==> src/rtl/wad_pkg.sv <==
`timescale 1ns / 1ps

package wad_pkg;

    localparam int LVL_W    = 16;
    localparam int TIMER_W  = 25;
    localparam int TIME_W   = 24;
    localparam int STEP_W   = 24;
    localparam int NUM_W    = 41;
    localparam int QUO_W    = 16;
    localparam int SAMPLE_W = 16;

    localparam logic [1:0] CMD_TICK    = 2'd0;
    localparam logic [1:0] CMD_PRESS   = 2'd1;
    localparam logic [1:0] CMD_RELEASE = 2'd2;

    localparam logic [1:0] REG_ATTACK  = 2'd0;
    localparam logic [1:0] REG_DECAY   = 2'd1;
    localparam logic [1:0] REG_SUSTAIN = 2'd2;
    localparam logic [1:0] REG_RELEASE = 2'd3;

    localparam logic [LVL_W-1:0] FULL_LEVEL = 16'hFFFF;

    typedef enum logic [1:0] {
        STG_ATTACK,
        STG_DECAY,
        STG_SUSTAIN,
        STG_RELEASE
    } wad_stage_t;

    typedef struct packed {
        logic tick_start;
        logic phase_add;
        logic phase_sub;
        logic env_step;
        logic env_div_start;
        logic env_take;
        logic mix_mul;
        logic mix_scale;
        logic mix_take;
        logic out_load;
    } wad_cmd_t;

    typedef struct packed {
        logic phase_ge;
        logic env_div_need;
        logic div_done;
        logic out_full;
    } wad_sts_t;

    // One-period sine entry from its 16.16 position in quarter periods
    function automatic logic signed [SAMPLE_W-1:0] wad_sine(input longint f);
        longint q, x, x2, inner, mid, s, mag;
        q = (f >> 16) & 3;
        x = f & 65535;
        if (q[0])
            x = 65536 - x;
        x2    = (x * x) >> 16;
        inner = 42334 - ((x2 * 5223) >> 16);
        mid   = 102944 - ((x2 * inner) >> 16);
        s     = (x * mid) >> 16;
        if (s > 65536)
            s = 65536;
        mag = (s * 32767 + 32768) >> 16;
        if (mag > 32767)
            mag = 32767;
        if (q >= 2)
            return SAMPLE_W'(-mag);
        return SAMPLE_W'(mag);
    endfunction

endpackage

==> src/rtl/wad_div.sv <==
`timescale 1ns / 1ps

module wad_div
    import wad_pkg::*;
(
    input  logic             clk,
    input  logic             rst_n,
    input  logic             start,
    input  logic [NUM_W-1:0] num,
    input  logic [TIME_W-1:0] den,
    output logic             done,
    output logic [QUO_W-1:0] quo
);

    logic              busy_reg;
    logic              done_reg;
    logic [4:0]        cnt_reg;
    logic [TIME_W-1:0] rem_reg;
    logic [TIME_W-1:0] den_reg;
    logic [QUO_W-1:0]  lo_reg;
    logic [QUO_W-1:0]  quo_reg;

    logic [TIME_W:0]   rem_sh;
    logic              ge;

    assign rem_sh = {rem_reg, lo_reg[QUO_W-1]};
    assign ge     = rem_sh >= {1'b0, den_reg};

    always_ff @(posedge clk or negedge rst_n)
    begin
        if (!rst_n)
        begin
            busy_reg <= 1'b0;
            done_reg <= 1'b0;
            cnt_reg  <= '0;
        end
        else
        begin
            done_reg <= 1'b0;
            if (start)
            begin
                // quotient above 16 bits saturates at once
                if (num[NUM_W-1:QUO_W] >= {1'b0, den})
                    done_reg <= 1'b1;
                else
                begin
                    busy_reg <= 1'b1;
                    cnt_reg  <= 5'd16;
                end
            end
            else if (busy_reg)
            begin
                cnt_reg <= cnt_reg - 5'd1;
                if (cnt_reg == 5'd1)
                begin
                    busy_reg <= 1'b0;
                    done_reg <= 1'b1;
                end
            end
        end
    end

    always_ff @(posedge clk)
    begin
        if (start)
        begin
            den_reg <= den;
            rem_reg <= num[NUM_W-2:QUO_W];
            lo_reg  <= num[QUO_W-1:0];
            quo_reg <= FULL_LEVEL;
        end
        else if (busy_reg)
        begin
            rem_reg <= ge ? TIME_W'(rem_sh - {1'b0, den_reg}) : rem_sh[TIME_W-1:0];
            lo_reg  <= {lo_reg[QUO_W-2:0], 1'b0};
            quo_reg <= {quo_reg[QUO_W-2:0], ge};
        end
    end

    assign done = done_reg;
    assign quo  = quo_reg;

endmodule

==> src/rtl/wad_dp.sv <==
`timescale 1ns / 1ps

module wad_dp
    import wad_pkg::*;
#(
    parameter int VOICES     = 4,
    parameter int TABLE_SIZE = 256,
    parameter int VW         = (VOICES > 1) ? $clog2(VOICES) : 1
)
(
    input  logic                clk,
    input  logic                rst_n,
    input  logic                cfg_we,
    input  logic [1:0]          cfg_addr,
    input  logic [TIME_W-1:0]   cfg_data,
    input  logic                in_fire,
    input  logic [1:0]          command,
    input  logic [1:0]          voice,
    input  logic [STEP_W-1:0]   phase_step,
    input  wad_cmd_t            cmd,
    input  logic [VW-1:0]       vidx,
    output wad_sts_t            sts,
    output logic                m_tvalid,
    input  logic                m_tready,
    output logic [SAMPLE_W-1:0] m_tdata
);

    localparam int IDX_W = $clog2(TABLE_SIZE);
    localparam int ACC_W = IDX_W + 16;
    localparam int SUM_W = ((ACC_W > STEP_W) ? ACC_W : STEP_W) + 1;
    localparam logic [SUM_W-1:0] LIMIT = SUM_W'(TABLE_SIZE) << 16;

    // floor(n / VOICES) as (n * ceil(2^21 / VOICES)) >> 21, exact for 16-bit n
    localparam int MIX_SH = 21;
    localparam int RCP_W  = MIX_SH + 1;
    localparam int MP_W   = QUO_W + RCP_W;
    localparam logic [RCP_W-1:0] MIX_RECIP =
        RCP_W'(((longint'(1) << MIX_SH) + VOICES - 1) / VOICES);

    logic [TIME_W-1:0] attack_reg, decay_reg, release_reg;
    logic [LVL_W-1:0]  sustain_reg;

    logic [ACC_W-1:0]   phase_reg [VOICES];
    logic [STEP_W-1:0]  step_reg  [VOICES];
    wad_stage_t         stage_reg [VOICES];
    logic [TIMER_W-1:0] timer_reg [VOICES];

    logic signed [SAMPLE_W-1:0] rom_w [TABLE_SIZE];

    for (genvar i = 0; i < TABLE_SIZE; i++)
    begin : g_rom
        localparam longint F = (longint'(i) << 18) / TABLE_SIZE;
        assign rom_w[i] = wad_sine(F);
    end

    logic [SUM_W-1:0]           p_reg;
    logic [NUM_W-1:0]           num_reg;
    logic [TIME_W-1:0]          den_reg;
    logic [LVL_W-1:0]           lvl_reg;
    logic                       dec_mode_reg;
    logic signed [SAMPLE_W-1:0] rom_q_reg;
    logic signed [32:0]         prod_reg;
    logic                       neg_reg;
    logic [QUO_W-1:0]           mq_reg;
    logic [SAMPLE_W-1:0]        mix_reg;
    logic [SAMPLE_W-1:0]        out_data_reg;
    logic                       out_valid_reg;

    logic                voice_ok;
    logic [VW-1:0]       psel;
    logic [TIMER_W-1:0]  t, t_inc, t_next;
    wad_stage_t          st, st_next;
    logic [LVL_W-1:0]    mul_a, lvl_dir;
    logic [TIMER_W-1:0]  mul_b;
    logic [TIME_W-1:0]   den_n;
    logic                need, dec_mode;
    logic [IDX_W-1:0]    idx;
    logic [32:0]         prod_abs;
    logic [MP_W-1:0]     mix_prod;
    logic                div_done;
    logic [QUO_W-1:0]    quo;

    assign voice_ok = int'(voice) < VOICES;
    assign psel     = VW'(voice);

    always_ff @(posedge clk or negedge rst_n)
    begin
        if (!rst_n)
        begin
            attack_reg  <= '0;
            decay_reg   <= '0;
            sustain_reg <= FULL_LEVEL;
            release_reg <= '0;
        end
        else if (cfg_we)
        begin
            unique case (cfg_addr)
                REG_ATTACK:  attack_reg  <= cfg_data;
                REG_DECAY:   decay_reg   <= cfg_data;
                REG_SUSTAIN: sustain_reg <= cfg_data[LVL_W-1:0];
                REG_RELEASE: release_reg <= cfg_data;
            endcase
        end
    end

    assign t     = timer_reg[vidx];
    assign st    = stage_reg[vidx];
    assign t_inc = t + 1'b1;

    always_comb
    begin
        mul_a    = FULL_LEVEL;
        mul_b    = t;
        den_n    = attack_reg;
        need     = 1'b0;
        lvl_dir  = FULL_LEVEL;
        dec_mode = 1'b0;
        t_next   = t;
        st_next  = st;
        unique case (st)
            STG_ATTACK:
            begin
                need = attack_reg != '0;
                if (t_inc > {1'b0, attack_reg})
                begin
                    t_next  = '0;
                    st_next = STG_DECAY;
                end
                else
                    t_next = t_inc;
            end
            STG_DECAY:
            begin
                mul_a    = FULL_LEVEL - sustain_reg;
                den_n    = decay_reg;
                need     = decay_reg != '0;
                lvl_dir  = sustain_reg;
                dec_mode = 1'b1;
                if (t_inc > {1'b0, decay_reg})
                begin
                    t_next  = '0;
                    st_next = STG_SUSTAIN;
                end
                else
                    t_next = t_inc;
            end
            STG_SUSTAIN:
                lvl_dir = sustain_reg;
            STG_RELEASE:
            begin
                mul_a = sustain_reg;
                mul_b = TIMER_W'(release_reg - t[TIME_W-1:0]);
                den_n = release_reg;
                if (t < {1'b0, release_reg})
                begin
                    need   = 1'b1;
                    t_next = t_inc;
                end
                else
                    lvl_dir = '0;
            end
        endcase
    end

    always_ff @(posedge clk or negedge rst_n)
    begin
        if (!rst_n)
        begin
            for (int v = 0; v < VOICES; v++)
            begin
                phase_reg[v] <= '0;
                step_reg[v]  <= '0;
                stage_reg[v] <= STG_RELEASE;
                timer_reg[v] <= '1;
            end
        end
        else if (in_fire && voice_ok && (command == CMD_PRESS || command == CMD_RELEASE))
        begin
            timer_reg[psel] <= '0;
            if (command == CMD_PRESS)
            begin
                step_reg[psel]  <= phase_step;
                stage_reg[psel] <= STG_ATTACK;
            end
            else
                stage_reg[psel] <= STG_RELEASE;
        end
        else if (cmd.phase_sub && !sts.phase_ge)
            phase_reg[vidx] <= p_reg[ACC_W-1:0];
        else if (cmd.env_step)
        begin
            timer_reg[vidx] <= t_next;
            stage_reg[vidx] <= st_next;
        end
    end

    assign idx      = phase_reg[vidx][ACC_W-1:16];
    assign prod_abs = prod_reg[32] ? -prod_reg : prod_reg;
    assign mix_prod = MP_W'(prod_abs[31:16]) * MP_W'(MIX_RECIP);

    always_ff @(posedge clk)
    begin
        if (cmd.phase_add)
            p_reg <= SUM_W'(phase_reg[vidx]) + SUM_W'(step_reg[vidx]);
        else if (cmd.phase_sub && sts.phase_ge)
            p_reg <= p_reg - LIMIT;

        if (cmd.env_step)
        begin
            num_reg      <= NUM_W'(mul_a) * NUM_W'(mul_b);
            den_reg      <= den_n;
            lvl_reg      <= lvl_dir;
            dec_mode_reg <= dec_mode;
            rom_q_reg    <= rom_w[idx];
        end
        else if (cmd.env_take)
            lvl_reg <= dec_mode_reg ? FULL_LEVEL - quo : quo;

        if (cmd.mix_mul)
            prod_reg <= rom_q_reg * $signed({1'b0, lvl_reg});
        if (cmd.mix_scale)
        begin
            neg_reg <= prod_reg[32];
            mq_reg  <= mix_prod[MIX_SH +: QUO_W];
        end

        if (cmd.tick_start)
            mix_reg <= '0;
        else if (cmd.mix_take)
            mix_reg <= neg_reg ? mix_reg - mq_reg : mix_reg + mq_reg;

        if (cmd.out_load)
            out_data_reg <= mix_reg;
    end

    always_ff @(posedge clk or negedge rst_n)
    begin
        if (!rst_n)
            out_valid_reg <= 1'b0;
        else if (cmd.out_load)
            out_valid_reg <= 1'b1;
        else if (m_tready)
            out_valid_reg <= 1'b0;
    end

    // envelope level is num/den (full level minus num/den in decay), one bit per cycle
    wad_div u_div (
        .clk   (clk),
        .rst_n (rst_n),
        .start (cmd.env_div_start),
        .num   (num_reg),
        .den   (den_reg),
        .done  (div_done),
        .quo   (quo)
    );

    assign sts.phase_ge     = p_reg >= LIMIT;
    assign sts.env_div_need = need;
    assign sts.div_done     = div_done;
    assign sts.out_full     = out_valid_reg && !m_tready;

    assign m_tvalid = out_valid_reg;
    assign m_tdata  = out_data_reg;

endmodule

==> src/rtl/wad_ctrl.sv <==
`timescale 1ns / 1ps

module wad_ctrl
    import wad_pkg::*;
#(
    parameter int VOICES = 4,
    parameter int VW     = (VOICES > 1) ? $clog2(VOICES) : 1
)
(
    input  logic          clk,
    input  logic          rst_n,
    input  logic          s_tvalid,
    input  logic [1:0]    command,
    input  wad_sts_t      sts,
    output logic          s_tready,
    output wad_cmd_t      cmd,
    output logic [VW-1:0] vidx
);

    typedef enum logic [3:0] {
        ST_IDLE,
        ST_PADD,
        ST_PSUB,
        ST_ENV,
        ST_EDIV,
        ST_EWAIT,
        ST_MMUL,
        ST_MSCALE,
        ST_MACC,
        ST_OUT
    } state_t;

    state_t        state_reg;
    logic [VW-1:0] vcnt_reg;
    logic          tick_fire;
    logic          last;

    assign s_tready  = state_reg == ST_IDLE;
    assign tick_fire = s_tvalid && s_tready && command == CMD_TICK;
    assign last      = int'(vcnt_reg) == VOICES - 1;
    assign vidx      = vcnt_reg;

    always_ff @(posedge clk or negedge rst_n)
    begin
        if (!rst_n)
        begin
            state_reg <= ST_IDLE;
            vcnt_reg  <= '0;
        end
        else
        begin
            unique case (state_reg)
                ST_IDLE:
                    if (tick_fire)
                    begin
                        vcnt_reg  <= '0;
                        state_reg <= ST_PADD;
                    end
                ST_PADD:  state_reg <= ST_PSUB;
                ST_PSUB:
                    if (!sts.phase_ge)
                        state_reg <= ST_ENV;
                ST_ENV:   state_reg <= sts.env_div_need ? ST_EDIV : ST_MMUL;
                ST_EDIV:  state_reg <= ST_EWAIT;
                ST_EWAIT:
                    if (sts.div_done)
                        state_reg <= ST_MMUL;
                ST_MMUL:   state_reg <= ST_MSCALE;
                ST_MSCALE: state_reg <= ST_MACC;
                ST_MACC:
                    if (last)
                        state_reg <= ST_OUT;
                    else
                    begin
                        vcnt_reg  <= vcnt_reg + 1'b1;
                        state_reg <= ST_PADD;
                    end
                ST_OUT:
                    if (!sts.out_full)
                        state_reg <= ST_IDLE;
                default:  state_reg <= ST_IDLE;
            endcase
        end
    end

    always_comb
    begin
        cmd               = '0;
        cmd.tick_start    = tick_fire;
        cmd.phase_add     = state_reg == ST_PADD;
        cmd.phase_sub     = state_reg == ST_PSUB;
        cmd.env_step      = state_reg == ST_ENV;
        cmd.env_div_start = state_reg == ST_EDIV;
        cmd.env_take      = state_reg == ST_EWAIT && sts.div_done;
        cmd.mix_mul       = state_reg == ST_MMUL;
        cmd.mix_scale     = state_reg == ST_MSCALE;
        cmd.mix_take      = state_reg == ST_MACC;
        cmd.out_load      = state_reg == ST_OUT && !sts.out_full;
    end

endmodule

==> src/rtl/wavetable_adsr_synth_core.sv <==
`timescale 1ns / 1ps
// Polyphonic wavetable synth with a linear ADSR envelope per voice.
// Input stream: s_tuser carries the command (tick, press, release),
// s_tdata the voice and the 8.16 phase step. Press and release take
// effect in the transfer cycle and produce nothing. A tick produces one
// signed 16-bit sample on the output stream.
// Configuration: cfg_we / cfg_addr / cfg_data write the attack, decay,
// sustain and release registers; write only while the block is idle.
// Timing: a tick walks the voices one after another. Each voice steps
// through phase add, phase subtract (repeated for each extra phase wrap),
// envelope step, an envelope divide when needed (saturating at once or a
// full 16-step divide), mix multiply, mix scale and accumulate; the mix
// scaling by the voice count is a reciprocal multiply. After the last
// voice the sample is loaded into the output register. s_tready is
// high only between ticks.
// The output register holds one sample; a new tick can be accepted while
// it waits, and the next sample waits in the controller until it is taken.
// Reset clears configuration to defaults, silences all voices and empties
// the output register.
module wavetable_adsr_synth_core
    import wad_pkg::*;
#(
    parameter int VOICES     = 4,
    parameter int TABLE_SIZE = 256
)
(
    input  logic        clk,
    input  logic        rst_n,
    input  logic        cfg_we,
    input  logic [1:0]  cfg_addr,
    input  logic [23:0] cfg_data,
    input  logic        s_tvalid,
    output logic        s_tready,
    input  logic [31:0] s_tdata,   // voice[1:0], phase_step[25:2], zero pad
    input  logic [1:0]  s_tuser,   // command[1:0]
    output logic        m_tvalid,
    input  logic        m_tready,
    output logic [15:0] m_tdata    // sample[15:0]
);

    localparam int VW = (VOICES > 1) ? $clog2(VOICES) : 1;

    wad_cmd_t      cmd;
    wad_sts_t      sts;
    logic [VW-1:0] vidx;
    logic          in_fire;

    assign in_fire = s_tvalid && s_tready;

    wad_ctrl #(
        .VOICES (VOICES)
    ) u_ctrl (
        .clk      (clk),
        .rst_n    (rst_n),
        .s_tvalid (s_tvalid),
        .command  (s_tuser),
        .sts      (sts),
        .s_tready (s_tready),
        .cmd      (cmd),
        .vidx     (vidx)
    );

    wad_dp #(
        .VOICES     (VOICES),
        .TABLE_SIZE (TABLE_SIZE)
    ) u_dp (
        .clk        (clk),
        .rst_n      (rst_n),
        .cfg_we     (cfg_we),
        .cfg_addr   (cfg_addr),
        .cfg_data   (cfg_data),
        .in_fire    (in_fire),
        .command    (s_tuser),
        .voice      (s_tdata[1:0]),
        .phase_step (s_tdata[25:2]),
        .cmd        (cmd),
        .vidx       (vidx),
        .sts        (sts),
        .m_tvalid   (m_tvalid),
        .m_tready   (m_tready),
        .m_tdata    (m_tdata)
    );

endmodule

==> config.mk <==
export PLATFORM = sky130hd
export DESIGN_NAME = wavetable_adsr_synth_core
export DESIGN_NICKNAME = d
export VERILOG_FILES = /design/src/rtl/wad_pkg.sv /design/src/rtl/wad_div.sv /design/src/rtl/wad_dp.sv /design/src/rtl/wad_ctrl.sv /design/src/rtl/wavetable_adsr_synth_core.sv
export SDC_FILE = /design/constraint.sdc
export NUM_CORES = 2
export LEC_CHECK = 0
export CAP_MARGIN = 15
export CORE_MARGIN = 2
export CORE_UTILIZATION = 35
export DETAILED_ROUTE_END_ITERATION = 10
export DONT_BUFFER_PORTS = 1
export SYNTH_ARGS = -nofsm -noshare
export SYNTH_HDL_FRONTEND = slang
export SYNTH_SLANG_ARGS = --single-unit
==> constraint.sdc <==
create_clock -name clk -period 12.9 [get_ports clk]
set_input_delay 0.645 -clock clk [delete_from_list [all_inputs] [get_ports clk]]
set_output_delay 0.645 -clock clk [all_outputs]
set_load 0.02 [all_outputs]
# ---- Yosys cells after proc, flatten, opt, wreduce, memory -nomap -nowiden
# Memory sizes are Yosys's and may differ from the RTL's. A register that Yosys moved wholly into a read port is not among the register bits.
# Cells that the tools add are included.
dict set report word_totals {
  out_inout_bits 18
  memories 1
  mem_bits_ro 4096
  elab_cells 222
  regBits 669
}
# name depth width read_ports rd_ports_with_merged_regs wr line
set mem_list {}
lappend mem_list {{(no name shown)} 256 16 1 1 0 wad_dp.sv:214} ;# rom_q_reg <= rom_w[idx];
dict set report classes {
  n_lt_le_gt_ge 10
  n_mux 85
  n_mul 2
  n_addsub 12
  n_eq_ne 26
  bitwise 9
  n_reduce_logical 37
}
# op count
set op_table {}
lappend op_table {{$mux 100} 3}
lappend op_table {{$mux 25} 10}
lappend op_table {{$mux 24} 9}
lappend op_table {{$bwmux 96} 2}
lappend op_table {{$mux 16} 7}
lappend op_table {{$and 100x100->100} 1}
lappend op_table {{$bwmux 100} 1}
lappend op_table {{$demux 25 s2} 2}
lappend op_table {{$not 100->100} 1}
lappend op_table {{$bmux 24 s2} 2}
lappend op_table {{$demux 24 s2} 2}
lappend op_table {{$pmux 25 s3} 1}
lappend op_table {{$pmux 16 s2} 2}
lappend op_table {{$bmux 25 s2} 1}
lappend op_table {{$ge 25x24->1} 2}
lappend op_table {{$gt 25x24->1} 2}
lappend op_table {{$pmux 24 s2} 1}
lappend op_table {{$reduce_bool 24->1} 2}
lappend op_table {{$mul 16x25->41} 1}
lappend op_table {{$pmux 4 s10} 1}
lappend op_table {{$mul 16x17->33} 1}
lappend op_table {{$mux 32} 1}
lappend op_table {{$mux 8} 4}
lappend op_table {{$neg 32->32} 1}
lappend op_table {{48 further kinds} 121}

# ---- Longest topological paths before layout
dict set report depth {
  depth_word 12
  ltp_mapped 42
}

# ---- By module
# From an unflattened synthesis, not the netlist that was laid out.
dict set report hier_totals {
  hier_cells 6260
  area_unflattened_um2 60845.9
}
# module area_each_um2 cells_per_inst n_inst
set by_module_without_submodules {}
lappend by_module_without_submodules {wad_dp 54771.3 5667 1}
lappend by_module_without_submodules {wad_div 5589.1 535 1}
lappend by_module_without_submodules {wad_ctrl 479.2 57 1}
lappend by_module_without_submodules {wavetable_adsr_synth_core 6.3 1 1}

# ---- Worst setup path before layout
# Ideal clock, no wire load.
dict set report synth_timing {
  path_kind {register -> register}
  from {register u_ctrl.vcnt_reg[1] (netlist: u_ctrl.vidx[1])}
  to {register u_dp.num_reg[38] (data pin)}
  path_stages_with_launch 39
  required_ns 12.641
  setup_time_ns 0.259
  t_arrival_ns 9.557
  period_less_slack_ns 9.816
  setup_slack_ns 3.084
  path_cell_list {dfrtp_1 buf_4 buf_12 buf_4 mux2_2 o21a_1 ha_1 fa_1 nor2b_1 o21ai_0 a21boi_0 o21ai_0 a211oi_1 o21bai_1 a21oi_1 nor4_1 o31ai_1 clkbuf_1 [3 not listed] fa_1 inv_1 fa_1 fa_1 inv_1 fa_1 inv_1 ha_1 a21o_1 a22o_1 or4_1 and3_1 a31o_2 a21oi_1 o311ai_0 a31o_2 a21oi_1 xnor2_1}
}
dict set report synth_via {
  elab_chain_len 7
  elab_cells_between_ends 13
}
# item line
set synth_lines {}
lappend synth_lines {{start, declared} wad_ctrl.sv:34} ;# logic [VW-1:0] vcnt_reg;
lappend synth_lines {{start signal, assigned} wad_ctrl.sv:75} ;# vcnt_reg <= vcnt_reg + 1'b1;
lappend synth_lines {{$not 2->3 (implied by the code) *} {wad_dp.sv:106, wad_dp.sv:107}}
lappend synth_lines {{$bmux 25 s2 / $bmux 2 s2 (equally long branches)} {wad_dp.sv:106, wad_dp.sv:107}}
lappend synth_lines {{$mux 25 (implied by the code) / $mux 2 (equally long branches) (2 in a row)} {wad_dp.sv:106, wad_dp.sv:107}}
lappend synth_lines {{$sub 24x24->25 (tied with other cells)} wad_dp.sv:152} ;# mul_b = TIMER_W'(release_reg - t[TIME_W-1:0]);
lappend synth_lines {{$mux 25 / $pmux 16 s2 (equally long branches)} wad_dp.sv:120} ;# unique case (st)
lappend synth_lines {{$mul 16x25->41 *} wad_dp.sv:210} ;# num_reg <= NUM_W'(mul_a) * NUM_W'(mul_b);
lappend synth_lines {{end signal, assigned} wad_dp.sv:210}
lappend synth_lines {{end, declared} wad_dp.sv:57} ;# logic [NUM_W-1:0] num_reg;
# Mark *: on every way between the ends. The rest lies on a longest branch, timed or not. The select of a mux whose other input is x is not followed.
# A chain may end at the register's enable or synchronous reset.

# ---- Worst setup path in the final report
# Same ends and word-level chain as after synthesis.

==> flow_metrics.py <==
metrics = {
    "yosys": {
        "synth_edf_count": 251,
        "synth-seq-area-share_pct": 29.70,
        "ys_types": 101,
        "ys_async_sr_fraction_pct": 58.69,
        "ys_ff_latch": 685,
        "yosys_most_used_dff": "dfrtp_1",
        "synthCells": 6470,
        "synth_nets": 7507,
        "yosysWarningCount": 0,
        "syn_avg_cell_area_um2": 9.570,
        "synth_area_mm2": 0.06192,
    },
    "cts": {
        "root_buffer": "clkbuf_16",
        "cts.path.max_buffers": 3,
        "h-tree-depth": 3,
        "path_clk_slew_ns": 0.06,
        "cts_tree": "built",
        "clk_latency_ns": 0.74,
        "numClockSinks": 685,
        "cts_buffers": 83,
    },
    "routing": {
        "num_vias": 48220,
        "met3_length_um": 13590,
        "routedWlPerCell_um": 21.13,
        "wl_met2_um": 82810,
        "drt_first_pass_iters": 6,
        "maxUsedRoutingLayer": "met5",
        "wirelength_um": 185900,
        "drc_errors": 0,
        "wirelength_met1_um": 80750,
        "drt_iter0_drc": 4234,
        "ant_nets": 0,
        "vias_per_cell": 5.482,
    },
    "timing": {
        "worst_hold_slack_ns": 0.05147,
        "fin_skew_ns": 0.06655,
        "hold_violations": 0,
        "period_share_pct": 88.87,
        "slew_headroom_pct": 14.47,
        "fin_crit_ns": 11.46,
        "finalMaxSlewViolations": 0,
        "tightest_slew_ns": 1.274,
        "finalSetupViolCount": 0,
        "timing.fmax_mhz": 87.23,
        "rsz0062_at_grt": "no",
        "fin_tns_setup_ns": 0,
    },
    "final_layout": {
        "drive_gt1_share_pct": 11.85,
        "largest_reg_flops": 100,
        "instances_no_fill": 8796,
        "syn2layout_area_growth_pct": 9.655,
        "final_nets": 7411,
        "final_cell_mix": "903 x nand2_1, 800 x inv_1, 518 x fa_1, 453 x ha_1, 366 x nor2_1",
        "final_common_cell": "nand2_1",
        "fillers": 17280,
    },
    "placement": {
        "gp_congestion": 0.9840,
        "place_inst": 8575,
        "place_hpwl_um": 136200,
        "portBuffers": 0,
    },
    "global_routing": {
        "grt_pass1_vias": 48500,
        "grt_usage_pct": 20.57,
        "grt_pass1_wl_um": 290400,
        "antenna_found_initial": 12,
        "grt_max_degree": 403,
        "grt-ovfl-total": 0,
    },
    "critical_path": {
        "required_ns": 13.33,
        "arrival_ns": 11.89,
        "endpoint_kind": "register",
        "crit_top_cell": "fa_1",
        "worstPathMaxFanout": 48,
        "crit_type": "register to register",
        "critPathLaunchType": "register",
        "crit_path_max_incr_delay_ns": 0.96,
        "slowest_stage": "dfrtp_4",
    },
    "floorplan": {
        "pin_count": 83,
        "die_x_um": 424.6,
        "core_area_mm2": 0.1759,
        "dieArea_mm2": 0.1803,
        "start_util_pct": 35.20,
        "rows": 154,
        "dieHeight_um": 424.6,
    },
    "run": {
        "cap_viol_max_count": 0,
    },
    "run_status": {
        "outcome": "finished, final reports clean",
    },
    "hold_path": {
        "hold_class": "primary input to register",
    },
}
==> cells by family (layout without fill, tap and decap cells) <==
group,count (synthesis),in the layout,synth area share (%)
and+or+nand+nor,1925,1925,14.10
AOI/OAI and AO/OA,1188,1188,12.54
buffers and inverters,1131,1106,7.123
adders and majority gates,972,972,25.92
DFF,685,685,29.70
muxes,392,392,8.099
xor gates and xnor gates,177,177,2.516
other,0,11,0
==> routing by layer <==
metal / vias to the layer above / track usage [%]
li1: 21830 / -
met1: 24050 / 28.10
met2: 1924 / 31.71
met3: 404 / 3.745
met4: 8 / 9.282
met5: - / 0
==> stage by stage <==
step                instance area [um^2]  utilization [%]  worst slack [ns]
floorplan                          61920                -             3.084
global placement                   64250            36.52             1.637
detailed placement                 64250            36.52             1.531
CTS                                67760            38.52             1.416
global route                       67900            38.60            0.7001
finish                             67900            38.60             1.436
==> layout make-up <==
class,instances,area [um^2],area share [%]
inverters,812,3050,4.493
clock inverters,39,618.1,0.9103
multi-input cells,4654,39240,57.79
clock buffers,117,2406,3.544
well taps,2340,2928,4.312
flip-flops and latches,685,18400,27.10
repair buffers,138,1227,1.808
diodes,11,27.53,0.04054
==> path summary, 6_finish.rpt <==
path,startpoint,to,slack [ns],cells after the start
worst max-delay path,u_ctrl.vidx[1],u_dp.num_reg[38],1.44,32
worst min-delay path,cfg_data[14],u_dp.sustain_reg[14],0.05,1
worst max register to register,u_ctrl.vidx[1],u_dp.num_reg[38],1.44,32
worst min register to register,u_dp.mix_reg[0],u_dp.m_tdata[0],0.46,0
max in group asynchronous,rst_n,u_dp.timer_reg[44],10.58,4
min in group asynchronous,rst_n,u_dp.step_reg[61],0.56,2
==> worst max-delay path: cells and delay by family (launching register included) <==
family | cells | cell delay [ns]
simple gates | 6 | 1.27
fa+ha+maj | 9 | 4.14
flops | 1 | 0.96
mux | 1 | 0.41
xor+xnor | 2 | 0.23
buf+inv | 1 | 0.05
compound gates | 13 | 4.04
==> cell usage after synthesis (all sizes together) (17+ instances only) <==
master,number,share of area [%]
mux4,57,2.1
xor2,36,0.52
or3,22,0.22
and2,162,1.6
nor2,370,2.3
a21oi,281,2.3
and3,29,0.29
fa,518,17
a211oi,48,0.58
nand2,904,5.5
ha,454,9.2
dfrtp,278,11
o21bai,30,0.36
o211ai,45,0.55
nand4,32,0.34
a31oi,39,0.39
o311ai,24,0.34
mux2i,65,1.1
nor4,25,0.28
nand3,122,1.0
mux2,270,4.9
nand2b,52,0.53
edfxtp,251,12
o221ai,73,1.0
a22oi,43,0.52
a21o,74,0.90
clkbuf,237,1.4
nand3b,17,0.21
o21ai,293,2.4
dfstp,124,5.3
buf,82,0.76
nor3,112,0.92
o31ai,23,0.29
o21a,48,0.58
nor2b,30,0.30
dfxtp,32,1.0
inv,806,4.9
o22ai,27,0.27
xnor2,141,2.0
==> timing repair <==
| item | 4_1_cts | 5_1_grt |
|---|---|---|
| endpoints found under the hold margin | 531 | 99 |
| endpoints found under the setup margin | 0 | 0 |
| resized for setup | 0 | 0 |
| setup buffers | 0 | 0 |
| hold buffers | 47 | 1 |
Power is not shown: default switching activity piles up to over one toggle a cycle in this logic, so the estimate is an artifact.
